### src/rtl/core/escaped_crc8_frame_receiver_top_macros.svh
// assertion helpers for the frame receiver
`ifndef ESCAPED_CRC8_FRAME_RECEIVER_TOP_MACROS_SVH
`define ESCAPED_CRC8_FRAME_RECEIVER_TOP_MACROS_SVH

`ifndef ASSERT_OFF
`define ECFR_ASSERT(lbl, clk, rst, prop, msg) \
   lbl: assert property (@(posedge clk) disable iff (rst) prop) else $error(msg);
`define ECFR_ASSERT_NEVER(lbl, clk, rst, cond, msg) \
   `ECFR_ASSERT(lbl, clk, rst, !(cond), msg)
`else
`define ECFR_ASSERT(lbl, clk, rst, prop, msg)
`define ECFR_ASSERT_NEVER(lbl, clk, rst, cond, msg)
`endif

`endif

### src/rtl/core/ecfr_pkg.sv
package ecfr_pkg;

   localparam int unsigned BUF_DEPTH = 64;
   localparam int unsigned FILL_W    = $clog2(BUF_DEPTH + 1);
   localparam int unsigned ADDR_W    = $clog2(BUF_DEPTH);
   localparam int unsigned MEM_AW    = ADDR_W + 1;
   localparam int unsigned MEM_DEPTH = 2 * BUF_DEPTH;
   localparam int unsigned QUEUE_DEPTH = 2;
   localparam int unsigned QCNT_W    = $clog2(QUEUE_DEPTH + 1);

   localparam logic [7:0] ESC_BYTE = 8'hDC;
   localparam logic [7:0] ESC_FLIP = 8'h80;
   localparam logic [7:0] EOL_BYTE = 8'h0A;
   localparam logic [FILL_W-1:0] MIN_FRAME = FILL_W'(3);

   localparam int unsigned CSR_IDX_W = 2;
   localparam logic [CSR_IDX_W-1:0] CSR_POLY  = CSR_IDX_W'(0);
   localparam logic [CSR_IDX_W-1:0] CSR_START = CSR_IDX_W'(1);
   localparam logic [7:0] POLY_RESET  = 8'h07;
   localparam logic [7:0] START_RESET = 8'h00;

   // one good frame handed from front to back
   typedef struct packed {
      logic              bank;
      logic [FILL_W-1:0] plen;
      logic [7:0]        ctr;
      logic [7:0]        fid;
   } desc_type;

   // frame store write port
   typedef struct packed {
      logic              en;
      logic [MEM_AW-1:0] addr;
      logic [7:0]        data;
   } wr_req_type;

   typedef struct packed {
      logic                 valid;
      logic [CSR_IDX_W-1:0] index;
      logic [7:0]           data;
   } csr_wr_type;

   typedef struct packed {
      logic head_valid;
      logic full;
   } queue_status_type;

endpackage

### src/rtl/core/ecfr_front.sv
module ecfr_front
   import ecfr_pkg::*;
(
   input  logic       clock,
   input  logic       reset,
   input  logic       accept,
   input  logic [7:0] rx_byte,
   input  csr_wr_type csr,
   output wr_req_type wr_req,
   output logic       push,
   output desc_type   push_desc
);

   logic [7:0]        poly_ff, poly_in;
   logic [7:0]        start_ff, start_in;
   logic [FILL_W-1:0] fill_ff, fill_in;
   logic [7:0]        crc_ff, crc_in;
   logic              esc_ff, esc_in;
   logic              discard_ff, discard_in;
   logic              bank_ff, bank_in;
   logic [7:0]        ctr_ff, ctr_in;
   logic [7:0]        fid_ff, fid_in;
   logic [7:0]        lit_byte;
   logic [7:0]        crc_seed;
   logic [7:0]        crc_next;

   function automatic logic [7:0] crc8_step(input logic [7:0] crc, input logic [7:0] b,
                                            input logic [7:0] poly);
      logic [7:0] v;
      v = crc ^ b;
      for (int i = 0; i < 8; i++) begin
         if (v[7]) begin
            v = {v[6:0], 1'b0} ^ poly;
         end else begin
            v = {v[6:0], 1'b0};
         end
      end
      return v;
   endfunction

   assign lit_byte = esc_ff ? (rx_byte ^ ESC_FLIP) : rx_byte;
   assign crc_seed = (fill_ff == '0) ? start_ff : crc_ff;
   assign crc_next = crc8_step(crc_seed, lit_byte, poly_ff);

   assign push_desc.bank = bank_ff;
   assign push_desc.plen = fill_ff - MIN_FRAME;
   assign push_desc.ctr  = ctr_ff;
   assign push_desc.fid  = fid_ff;

   always_comb begin
      poly_in    = poly_ff;
      start_in   = start_ff;
      fill_in    = fill_ff;
      crc_in     = crc_ff;
      esc_in     = esc_ff;
      discard_in = discard_ff;
      bank_in    = bank_ff;
      ctr_in     = ctr_ff;
      fid_in     = fid_ff;
      push       = 1'b0;
      wr_req     = '0;

      if (csr.valid) begin
         case (csr.index)
            CSR_POLY:  poly_in  = csr.data;
            CSR_START: start_in = csr.data;
            default:   ;
         endcase
      end

      if (accept) begin
         if (discard_ff) begin
            // drop raw words up to the next raw newline
            if (rx_byte == EOL_BYTE) begin
               discard_in = 1'b0;
               fill_in    = '0;
               esc_in     = 1'b0;
            end
         end else if (!esc_ff && rx_byte == ESC_BYTE) begin
            esc_in = 1'b1;
         end else if (!esc_ff && rx_byte == EOL_BYTE) begin
            if (fill_ff >= MIN_FRAME && crc_ff == '0) begin
               push    = 1'b1;
               bank_in = ~bank_ff;
            end
            fill_in = '0;
            esc_in  = 1'b0;
         end else begin
            esc_in         = 1'b0;
            crc_in         = crc_next;
            wr_req.en      = 1'b1;
            wr_req.addr    = {bank_ff, fill_ff[ADDR_W-1:0]};
            wr_req.data    = lit_byte;
            if (fill_ff == FILL_W'(0)) begin
               ctr_in = lit_byte;
            end
            if (fill_ff == FILL_W'(1)) begin
               fid_in = lit_byte;
            end
            if (fill_ff == FILL_W'(BUF_DEPTH - 1)) begin
               fill_in    = '0;
               discard_in = 1'b1;
            end else begin
               fill_in = fill_ff + FILL_W'(1);
            end
         end
      end
   end

   always_ff @(posedge clock) begin
      if (reset) begin
         poly_ff    <= POLY_RESET;
         start_ff   <= START_RESET;
         fill_ff    <= '0;
         crc_ff     <= START_RESET;
         esc_ff     <= 1'b0;
         discard_ff <= 1'b0;
         bank_ff    <= 1'b0;
      end else begin
         poly_ff    <= poly_in;
         start_ff   <= start_in;
         fill_ff    <= fill_in;
         crc_ff     <= crc_in;
         esc_ff     <= esc_in;
         discard_ff <= discard_in;
         bank_ff    <= bank_in;
      end
   end

   always_ff @(posedge clock) begin
      ctr_ff <= ctr_in;
      fid_ff <= fid_in;
   end

endmodule

### src/rtl/core/ecfr_queue.sv
`include "escaped_crc8_frame_receiver_top_macros.svh"

module ecfr_queue
   import ecfr_pkg::*;
(
   input  logic             clock,
   input  logic             reset,
   input  logic             push,
   input  desc_type         push_desc,
   input  logic             pop,
   output desc_type         head,
   output queue_status_type status
);

   localparam int unsigned PTR_W = $clog2(QUEUE_DEPTH);

   desc_type           entry_ff [QUEUE_DEPTH];
   logic [PTR_W-1:0]   wr_ptr_ff, wr_ptr_in;
   logic [PTR_W-1:0]   rd_ptr_ff, rd_ptr_in;
   logic [QCNT_W-1:0]  count_ff, count_in;

   assign head              = entry_ff[rd_ptr_ff];
   assign status.head_valid = (count_ff != '0);
   assign status.full       = (count_ff == QCNT_W'(QUEUE_DEPTH));

   always_comb begin
      wr_ptr_in = wr_ptr_ff;
      rd_ptr_in = rd_ptr_ff;
      count_in  = count_ff;
      if (push) begin
         wr_ptr_in = (wr_ptr_ff == PTR_W'(QUEUE_DEPTH - 1)) ? '0 : wr_ptr_ff + PTR_W'(1);
      end
      if (pop) begin
         rd_ptr_in = (rd_ptr_ff == PTR_W'(QUEUE_DEPTH - 1)) ? '0 : rd_ptr_ff + PTR_W'(1);
      end
      case ({push, pop})
         2'b10:   count_in = count_ff + QCNT_W'(1);
         2'b01:   count_in = count_ff - QCNT_W'(1);
         default: count_in = count_ff;
      endcase
   end

   always_ff @(posedge clock) begin
      if (reset) begin
         wr_ptr_ff <= '0;
         rd_ptr_ff <= '0;
         count_ff  <= '0;
      end else begin
         wr_ptr_ff <= wr_ptr_in;
         rd_ptr_ff <= rd_ptr_in;
         count_ff  <= count_in;
      end
   end

   always_ff @(posedge clock) begin
      if (push) begin
         entry_ff[wr_ptr_ff] <= push_desc;
      end
   end

   `ECFR_ASSERT_NEVER(a_no_overflow, clock, reset, push && status.full, "queue push while full")
   `ECFR_ASSERT_NEVER(a_no_underflow, clock, reset, pop && !status.head_valid, "queue pop while empty")
   `ECFR_ASSERT(a_count_up, clock, reset, push && !pop |=> count_ff == $past(count_ff) + QCNT_W'(1), "queue count did not rise")

endmodule

### src/rtl/core/ecfr_back.sv
`include "escaped_crc8_frame_receiver_top_macros.svh"

module ecfr_back
   import ecfr_pkg::*;
(
   input  logic       clock,
   input  logic       reset,
   input  wr_req_type wr_req,
   input  logic       head_valid,
   input  desc_type   head,
   output logic       pop,
   output logic       rsp_valid,
   output logic [7:0] rsp_frame_counter,
   output logic [7:0] rsp_function_id,
   output logic [7:0] rsp_data_byte,
   output logic       rsp_has_data,
   output logic       rsp_frame_last
);

   logic [7:0]        frame_store_ff [MEM_DEPTH];
   logic [7:0]        rd_data_ff;
   logic [FILL_W-1:0] idx_ff, idx_in;
   logic [FILL_W-1:0] slot;
   logic [MEM_AW-1:0] rd_addr;
   logic              issue;
   logic              last;
   logic              valid_ff;
   logic [7:0]        ctr_ff;
   logic [7:0]        fid_ff;
   logic              has_ff;
   logic              last_ff;

   // payload starts after counter and function id
   assign slot    = idx_ff + FILL_W'(2);
   assign rd_addr = {head.bank, slot[ADDR_W-1:0]};
   assign issue   = head_valid;
   assign last    = (head.plen == '0) || (idx_ff + FILL_W'(1) == head.plen);
   assign pop     = issue && last;

   always_comb begin
      idx_in = idx_ff;
      if (issue) begin
         idx_in = last ? '0 : idx_ff + FILL_W'(1);
      end
   end

   always_ff @(posedge clock) begin
      if (wr_req.en) begin
         frame_store_ff[wr_req.addr] <= wr_req.data;
      end
      if (issue) begin
         rd_data_ff <= frame_store_ff[rd_addr];
      end
   end

   always_ff @(posedge clock) begin
      if (reset) begin
         idx_ff   <= '0;
         valid_ff <= 1'b0;
      end else begin
         idx_ff   <= idx_in;
         valid_ff <= issue;
      end
   end

   always_ff @(posedge clock) begin
      if (issue) begin
         ctr_ff  <= head.ctr;
         fid_ff  <= head.fid;
         has_ff  <= (head.plen != '0);
         last_ff <= last;
      end
   end

   assign rsp_valid         = valid_ff;
   assign rsp_frame_counter = ctr_ff;
   assign rsp_function_id   = fid_ff;
   assign rsp_data_byte     = has_ff ? rd_data_ff : 8'h00;
   assign rsp_has_data      = has_ff;
   assign rsp_frame_last    = last_ff;

   `ECFR_ASSERT_NEVER(a_bank_split, clock, reset, wr_req.en && head_valid && (wr_req.addr[MEM_AW-1] == head.bank), "write into bank being emitted")
   `ECFR_ASSERT(a_empty_is_last, clock, reset, rsp_valid && !rsp_has_data |-> rsp_frame_last, "empty payload result not last")
   `ECFR_ASSERT(a_issue_shows, clock, reset, issue |=> rsp_valid, "issued read gave no result")

endmodule

### src/rtl/core/escaped_crc8_frame_receiver_top.sv
// Byte-stuffed frame receiver with CRC-8 check. One raw link word is taken on each
// clock edge where start is high and busy is low. A newline ends a frame; an escape
// word 0xDC makes the next word literal (xor 0x80). Stored words run through an
// MSB-first CRC-8 using the polynomial and start value in the csr registers
// (index 0 polynomial, index 1 start value; other indexes are ignored; csr_ready is
// always high). A frame with zero residue and at least three words yields one result
// per payload word, or one empty result, on rsp_valid for exactly one cycle each;
// the receiver cannot stall the block. Timing: the front end takes one word per
// cycle while busy is low. At a good newline the frame goes to a two-entry queue
// and the back end emits one result per cycle from the frame store read port;
// the queue entry and the read data register lie between the newline and the
// first result. The frame store holds two banks, so the front end keeps filling
// the next frame while the back end emits the last one; busy is high only while
// both banks hold frames waiting to be emitted. Overlong frames (64 words) are
// dropped up to the next raw newline.
module escaped_crc8_frame_receiver_top
   import ecfr_pkg::*;
(
   input  logic                 clock,
   input  logic                 reset,
   // input word channel
   input  logic                 start,
   output logic                 busy,
   input  logic [7:0]           req_rx_byte,
   // result channel
   output logic                 rsp_valid,
   output logic [7:0]           rsp_frame_counter,
   output logic [7:0]           rsp_function_id,
   output logic [7:0]           rsp_data_byte,
   output logic                 rsp_has_data,
   output logic                 rsp_frame_last,
   // register write channel
   input  logic                 csr_valid,
   output logic                 csr_ready,
   input  logic [CSR_IDX_W-1:0] csr_index,
   input  logic [7:0]           csr_wdata
);

   logic             accept;
   csr_wr_type       csr;
   wr_req_type       wr_req;
   logic             push;
   desc_type         push_desc;
   logic             pop;
   desc_type         head;
   queue_status_type qstat;

   // both banks taken means no room for the next frame
   assign busy      = qstat.full;
   assign accept    = start && !busy;
   assign csr_ready = 1'b1;

   assign csr.valid = csr_valid && csr_ready;
   assign csr.index = csr_index;
   assign csr.data  = csr_wdata;

   // front end: escape handling, crc, frame store writes, frame check
   ecfr_front u_front (
      .clock     (clock),
      .reset     (reset),
      .accept    (accept),
      .rx_byte   (req_rx_byte),
      .csr       (csr),
      .wr_req    (wr_req),
      .push      (push),
      .push_desc (push_desc)
   );

   // good frames waiting for emission
   ecfr_queue u_queue (
      .clock     (clock),
      .reset     (reset),
      .push      (push),
      .push_desc (push_desc),
      .pop       (pop),
      .head      (head),
      .status    (qstat)
   );

   // back end: frame store and result sequencing
   ecfr_back u_back (
      .clock             (clock),
      .reset             (reset),
      .wr_req            (wr_req),
      .head_valid        (qstat.head_valid),
      .head              (head),
      .pop               (pop),
      .rsp_valid         (rsp_valid),
      .rsp_frame_counter (rsp_frame_counter),
      .rsp_function_id   (rsp_function_id),
      .rsp_data_byte     (rsp_data_byte),
      .rsp_has_data      (rsp_has_data),
      .rsp_frame_last    (rsp_frame_last)
   );

endmodule

### config.mk
export PLATFORM = sky130hd
export DESIGN_NAME = escaped_crc8_frame_receiver_top
export DESIGN_NICKNAME = d
export VERILOG_FILES = /design/src/rtl/core/ecfr_pkg.sv /design/src/rtl/core/ecfr_front.sv /design/src/rtl/core/ecfr_queue.sv /design/src/rtl/core/ecfr_back.sv /design/src/rtl/core/escaped_crc8_frame_receiver_top.sv
export VERILOG_INCLUDE_DIRS = /design/src /design/src/rtl/core
export SDC_FILE = /design/constraint.sdc
export NUM_CORES = 1
export LEC_CHECK = 0
export BUFFER_PORTS_ARGS = -buffer_cell sky130_fd_sc_hd__clkbuf_2
export CORE_MARGIN = 5
export CORE_UTILIZATION = 51
export DETAILED_ROUTE_END_ITERATION = 8
export GPL_TIMING_DRIVEN = 0
export PLACE_DENSITY = 0.67
export SLEW_MARGIN = 20
export SYNTH_ARGS = -nofsm -noshare
export SYNTH_HDL_FRONTEND = slang
export SYNTH_SLANG_ARGS = --single-unit
### constraint.sdc
create_clock -name clock -period 7.15 [get_ports clock]
set_clock_uncertainty 0.1 [all_clocks]
set_input_delay 1.43 -clock clock [delete_from_list [all_inputs] [get_ports clock]]
set_output_delay 1.43 -clock clock [all_outputs]
set_load 0.02 [all_outputs]
# [After elaboration in Yosys (flattened, before gate mapping)]
# Memories as Yosys holds them, arrays and structs flattened. A register that Yosys moved wholly into a read port is not among the register bits.
# Cells that the tools add are included.
[word_totals] ff_bits=80 ram_bits=1072 n_memories=2
[mem_list] name="u_back.frame_store_ff" words=128 width=8 read_ports=1 rd_clocked_by_memory_dff=1 write_ports=1 line_no="ecfr_back.sv:20" rtl="logic [7:0] frame_store_ff [MEM_DEPTH];"
[mem_list] name="u_queue.entry_ff" words=2 width=24 read_ports=1 rd_clocked_by_memory_dff=1 write_ports=1 line_no="ecfr_queue.sv:17" rtl="desc_type entry_ff [QUEUE_DEPTH];"
[classes] add_sub_neg=8 magnitude_cmp=1 eq_ne=11 mux=43 bitwise=14 reduce_logical=23
[ops] op="$mux W8" n=11
[ops] op="$xor A8 B8 Y8" n=9
[ops] op="$mux W16" n=4
[ops] op="$mux W7" n=6
[ops] op="$mux W1" n=21
[ops] op="$reduce_and A5 Y1" n=3
[ops] op="$add A7 B1 Y7 const B" n=2
[ops] op="$logic_not A7 Y1" n=2
[ops] op="$eq A8 B4 Y1 const B" n=1
[ops] op="$eq A8 B8 Y1 const B" n=1
[ops] op="$logic_not A8 Y1" n=1
[ops] op="$eq A7 B1 Y1 const B" n=1
[ops] op="$eq A7 B6 Y1 const B" n=1
[ops] op="$eq A7 B7 Y1" n=1
[ops] op="$ge A7 B2 Y1 const B" n=1
[ops] op="$reduce_bool A7 Y1" n=1
[ops] op="$sub A7 B2 Y7 const B" n=1
[ops] op="$add A6 B2 Y6 const B" n=1
[ops] op="$reduce_and A2 Y1" n=3
[ops] op="$logic_and A1 B1 Y1" n=5
[ops] op="$not A1 Y1" n=5
[ops] op="$eq A2 B1 Y1 const B" n=2
[ops] op="$eq A2 B2 Y1 const B" n=2
[ops] op="$pmux W2 S2" n=1
[ops] op="11 further kinds" n=14

# [Longest topological paths before layout]
[depth] word_depth=19 ltp_mapped=20 ltp_nobuf=16

# [Hierarchy]
# From an unflattened synthesis, not the netlist that was laid out.
[hier_totals] hier_cells=2664 area_unflattened_um2=47630.7
[by_module_without_submodules] module="ecfr_back" n_inst=1 cells_per_inst=2059 area_per_inst_um2=41557.4
[by_module_without_submodules] module="ecfr_front" n_inst=1 cells_per_inst=505 area_per_inst_um2=4113.9
[by_module_without_submodules] module="ecfr_queue" n_inst=1 cells_per_inst=97 area_per_inst_um2=1934.4
[by_module_without_submodules] module="escaped_crc8_frame_receiver_top" n_inst=1 cells_per_inst=3 area_per_inst_um2=25.0

# [Least setup slack after synthesis]
# OpenSTA, ideal clock, no wires.
[synth_path] path_type="input to register" from="in req_rx_byte[6]" to="mem u_back.frame_store_ff[0][4] (data pin)" arrival_time_ns=5.994 required_ns=6.252 setup_slack_ns=0.259 path_stages=10 n_path_buf=3 cell_sequence="clkbuf_1 > or4_1 > nor2_1 > nand2_1 > a21oi_1 > o21a_1 > nand2_1 > clkbuf_1 > buf_1 > nor2_1"
[synth_rtl] element="start: declaration" line_no="escaped_crc8_frame_receiver_top.sv:24" rtl="input logic [7:0] req_rx_byte,"
[synth_rtl] element="end: declaration" line_no="ecfr_back.sv:20"

# [Final worst setup path]
[layout_path] from="reg u_front.fill_ff[0]" to="reg u_front.crc_ff[5]"
[layout_via] elab_chain_len=18 word_cells_on_any_way=19
[layout_lines] element="start: declaration" line_no="ecfr_front.sv:16" rtl="logic [FILL_W-1:0] fill_ff, fill_in;"
[layout_lines] element="start signal: assignment" line_no="ecfr_front.sv:122" rtl="fill_ff <= fill_in;"
[layout_lines] element="$logic_not A7 Y1 (*)" line_no="ecfr_front.sv:42" rtl="assign crc_seed = (fill_ff == '0) ? start_ff : crc_ff;"
[layout_lines] element="$mux W8 (*)" line_no="ecfr_front.sv:42"
[layout_lines] element="$xor A8 B8 Y8 (*)" line_no="ecfr_front.sv:30" rtl="v = crc ^ b;"
[layout_lines] element="$xor A8 B8 Y8" line_no="ecfr_front.sv:33" rtl="v = {v[6:0], 1'b0} ^ poly;"
[layout_lines] element="$mux W8 (*)" line_no="ecfr_front.sv:32" rtl="if (v[7]) begin"
[layout_lines] element="$xor A8 B8 Y8" line_no="ecfr_front.sv:33"
[layout_lines] element="$mux W8 (*) (2 in series)" line_no="ecfr_front.sv:32"
[layout_lines] element="$xor A8 B8 Y8 or $mux W8 (tied branches)" line_no="ecfr_front.sv:33, ecfr_front.sv:32"
[layout_lines] element="$mux W8 (*)" line_no="ecfr_front.sv:32"
[layout_lines] element="$xor A8 B8 Y8 or $mux W8 (tied branches)" line_no="ecfr_front.sv:33, ecfr_front.sv:32"
[layout_lines] element="$mux W8 (*)" line_no="ecfr_front.sv:32"
[layout_lines] element="$xor A8 B8 Y8 or $mux W8 (tied branches)" line_no="ecfr_front.sv:33, ecfr_front.sv:32"
[layout_lines] element="$mux W8 (*)" line_no="ecfr_front.sv:32"
[layout_lines] element="$xor A8 B8 Y8 or $mux W8 (tied branches)" line_no="ecfr_front.sv:33, ecfr_front.sv:32"
[layout_lines] element="$mux W8 (*)" line_no="ecfr_front.sv:32"
[layout_lines] element="$xor A8 B8 Y8 or $mux W8 (tied branches)" line_no="ecfr_front.sv:33, ecfr_front.sv:32"
[layout_lines] element="$mux W8 (*)" line_no="ecfr_front.sv:32"
[layout_lines] element="end signal: assignment" line_no="ecfr_front.sv:123" rtl="crc_ff <= crc_in;"
[layout_lines] element="end: declaration" line_no="ecfr_front.sv:17" rtl="logic [7:0] crc_ff, crc_in;"
# Mark *: on every way between the ends. The rest lies on a longest branch, timed or not.
# A chain may end at the register's enable or synchronous reset.

==> results_dict.tcl <==
set metrics [dict create \
    drv_cap 0 \
    async_reset_ff_share_pct 0 \
    reg2reg_to "u_front.crc_ff[5]$_SDFFE_PP0P_" \
    holdPathStages 0 \
    final_common_cell "edfxtp_1" \
    synth-edff-count 1114 \
    clkPwrFrac_pct 42.1 \
    path_max_fanout 9 \
    first_pass_iters 6 \
    r2r_cells 18 \
    portBuffers 48 \
    gr-total-overflow 0 \
    die_area_sq_mm 0.0976 \
    cts_sinks 1161 \
    fp.dieW_um 312 \
    place_area_sq_mm 0.0488 \
    max_freq_mhz 179 \
    wl_per_cell_um 30.0 \
    switching_share_pct 21.0 \
    cellLeakagePower_nw 16.3 \
    syn_nets 2331 \
    fillers 6464 \
    hold_start "u_front.ctr_ff[6]$_DFFE_PP_" \
    clk_pin_slew_ps 60 \
    post_cts_buffers 0 \
    p_int_w 0.0112 \
    pwr-share-seq_pct 53.2 \
    totalWireLength_um 113000 \
    synth_cell_types 75 \
    ctsResizeCount 0 \
    layout_common_cells "1,114 x edfxtp_1, 336 x mux4_2, 192 x nor2_1, 115 x clkbuf_16, 106 x clkbuf_1" \
    fin_crit_sh_pct 78.1 \
    place_congestion 0.902 \
    grt.total_usage_pct 23.0 \
    first_iter_violations 2689 \
    synth-seq-cells 1161 \
    setup_viol 0 \
    rr_startpoint "u_front.fill_ff[0]$_SDFFE_PP0P_" \
    synth_ff_type "edfxtp_1" \
    grt_pass1_wl_um 164000 \
    status "finished clean" \
    rsz0062_at_grt "no" \
    pre_cts_ws_ps 1060 \
    synth_seq_area_share_pct 73.8 \
    rows 110 \
    hold_viol 0 \
    crit_path_end_kind "flop" \
    synthesis.area_sq_mm 0.0466 \
    htreeDepth 3 \
    cp_data_arrival_time_ps 6060 \
    dp_hpwl_um 76400 \
    whs_endpoint "u_queue.entry_ff[0][14]$_DFFE_PP_" \
    syn_area_per_cell_sq_um 20.2 \
    start_util_pct 51.6 \
    critPathRequiredTime_ps 7630 \
    via_count 23700 \
    post-route-drc-count 0 \
    numCtsBuffers 113 \
    ir_worst_vdd_v 0.000168 \
    grt_pass1_vias 23700 \
    r2r_slack_ps 1570 \
    area_delta_synth_final_pct 12.8 \
    antenna_found_initial 2 \
    die-height_um 312 \
    power_density_mw_per_mm2 269 \
    drtAntennaViolNets 0 \
    drv_slew 0 \
    p_comb_share_pct 4.8 \
    finalCriticalPeriod_ps 5580 \
    cts_hold_buf 0 \
    drive_gt1_share_pct 25.7 \
    hold_class "reg -> reg" \
    fin_nets 2514 \
    slew_headroom_pct 23.3 \
    cts_tree "done" \
    grt_max_degree 73 \
    pin_count 51 \
    synth_cells 2303 \
    critPathKind "reg -> reg" \
    vias_per_cell 6.31 \
    critPathLaunchType "flop" \
    cts_max_path_buffers 3 \
    yosys_warnings 0 \
    setup_ws_ps 1570 \
    worstMarginPinSlew_ps 1150 \
    fin_area_sq_mm 0.0526 \
    cts-root-buf "clkbuf_16" \
    fp.coreArea_sq_mm 0.0904 \
    switching_power_w 0.00297 \
    worst_skew_pair.late_latency_ps 690 \
]
-- per-stage QoR --
step	total power [W]	hold slack, ps	TNS (ps)	util [%]	std cells
floorplan	0.00811	321	0	-	2303
global placement	0.00829	321	-1281690	53.5	3527
detailed placement	0.00832	331	0	54.0	3545
CTS	0.0142	347	0	58.1	3759
global route	0.0145	359	0	58.2	3761
finish	0.0141	342	0	58.2	3762
-- power groups by stage --
stage | clock network, W | logic (W) | registers [W]
CTS | 0.00601 | 0.000662 | 0.00751
global route | 0.00631 | 0.000718 | 0.00751
detailed placement | 0 | 0.000660 | 0.00766
floorplan | 0 | 0.000443 | 0.00766
global placement | 0 | 0.000600 | 0.00769
finish | 0.00595 | 0.000672 | 0.00751
-- flip-flops by register name, summed over array words and instances (netlist names), 8 cells and up, named ones only --
name,count
u_front.fid_ff,8
u_queue.entry_ff,48
u_back.frame_store_ff,1024
u_front.poly_ff,8
u_front.start_ff,8
u_back.rd_data_ff,8
u_back.rsp_frame_counter,8
u_back.rsp_function_id,8
u_front.ctr_ff,8
u_front.crc_ff,8
-- layer usage --
metal | vias up | track usage (%) | share of wire, %
met2 | 1105 | 37.3 | 49
met4 | 0 | 6.48 | 2.8
met3 | 172 | 3.92 | 8.1
li1 | 9852 | - | -
met1 | 12600 | 32.9 | 40
met5 | - | 0 | 0
-- cell families (layout without fill, tap and decap cells) --
kind of cell / count (synthesis) / count (layout) / synth area share [%]
AOI/OAI and AO/OA: 121 / 121 / 1.78
muxes: 387 / 387 / 17.4
xor gates and xnor gates: 69 / 69 / 1.50
and+or+nand+nor: 414 / 414 / 4.17
buffers and inverters: 144 / 426 / 1.21
adders and majority gates: 6 / 6 / 0.161
DFF: 1161 / 1161 / 73.8
other: 1 / 2 / 0.00804
-- final cells by class --
type | instances | area, sq um | share of cell area, %
clock inverter | 70 | 678 | 1.29
tap | 1176 | 1470 | 2.80
clock buffer | 144 | 3060 | 5.81
multi-input combinational | 998 | 11800 | 22.3
antenna | 1 | 2.50 | 0.00476
timing repair buffer | 68 | 662 | 1.26
buffer | 129 | 532 | 1.01
sequential | 1161 | 34400 | 65.4
inverter | 15 | 56.3 | 0.107
-- worst max-delay path: stages, from the launching register on --
cell      delay, ps
dfxtp_1         360
clkbuf_1        300
inv_1           190
ha_1            260
or3b_1          160
clkbuf_1        260
o21ai_1         200
a211oi_2        580
xnor3_1         500
nor2b_1         150
a311oi_1        360
o21ai_0         220
nand2_1         390
xnor2_2         190
mux2i_1         160
or3_1           410
a21o_1          210
a21o_1          200
a311oi_1        260
-- Yosys cell counts, types with 11 or more instances --
master	number	area, sq um
a21oi_1	29	145
and2_1	11	68.8
and3_1	13	81.3
buf_1	26	97.6
clkbuf_1	95	357
dfxtp_1	47	941
edfxtp_1	1114	33500
inv_1	14	52.6
mux2_2	25	282
mux2i_1	26	260
mux4_2	336	7570
nand2_1	72	270
nand3_1	32	160
nand4_1	15	93.8
nor2_1	195	732
nor2b_1	13	81.3
nor3_1	12	60.1
o211ai_1	12	90.1
o21ai_0	18	90.1
xnor2_1	40	350
xor2_1	20	175
-- worst max-delay path by stage --
stage / start / to / slack, ps
after CTS: u_front.fill_ff[0]$_SDFFE_PP0P_ / u_front.crc_ff[5]$_SDFFE_PP0P_ / 1740
after detailed placement: req_rx_byte[7] / u_front.crc_ff[5]$_SDFFE_PP0P_ / 1060
after global routing: u_front.fill_ff[0]$_SDFFE_PP0P_ / u_front.crc_ff[1]$_SDFFE_PP0P_ / 1370
after global placement: req_rx_byte[6] / u_back.frame_store_ff[82][4]$_DFFE_PP_ / -4340
after floorplan: req_rx_byte[6] / u_back.frame_store_ff[0][4]$_DFFE_PP_ / 260
final: u_front.fill_ff[0]$_SDFFE_PP0P_ / u_front.crc_ff[5]$_SDFFE_PP0P_ / 1570
No activity file was read; power rests on OpenSTA's default activity.
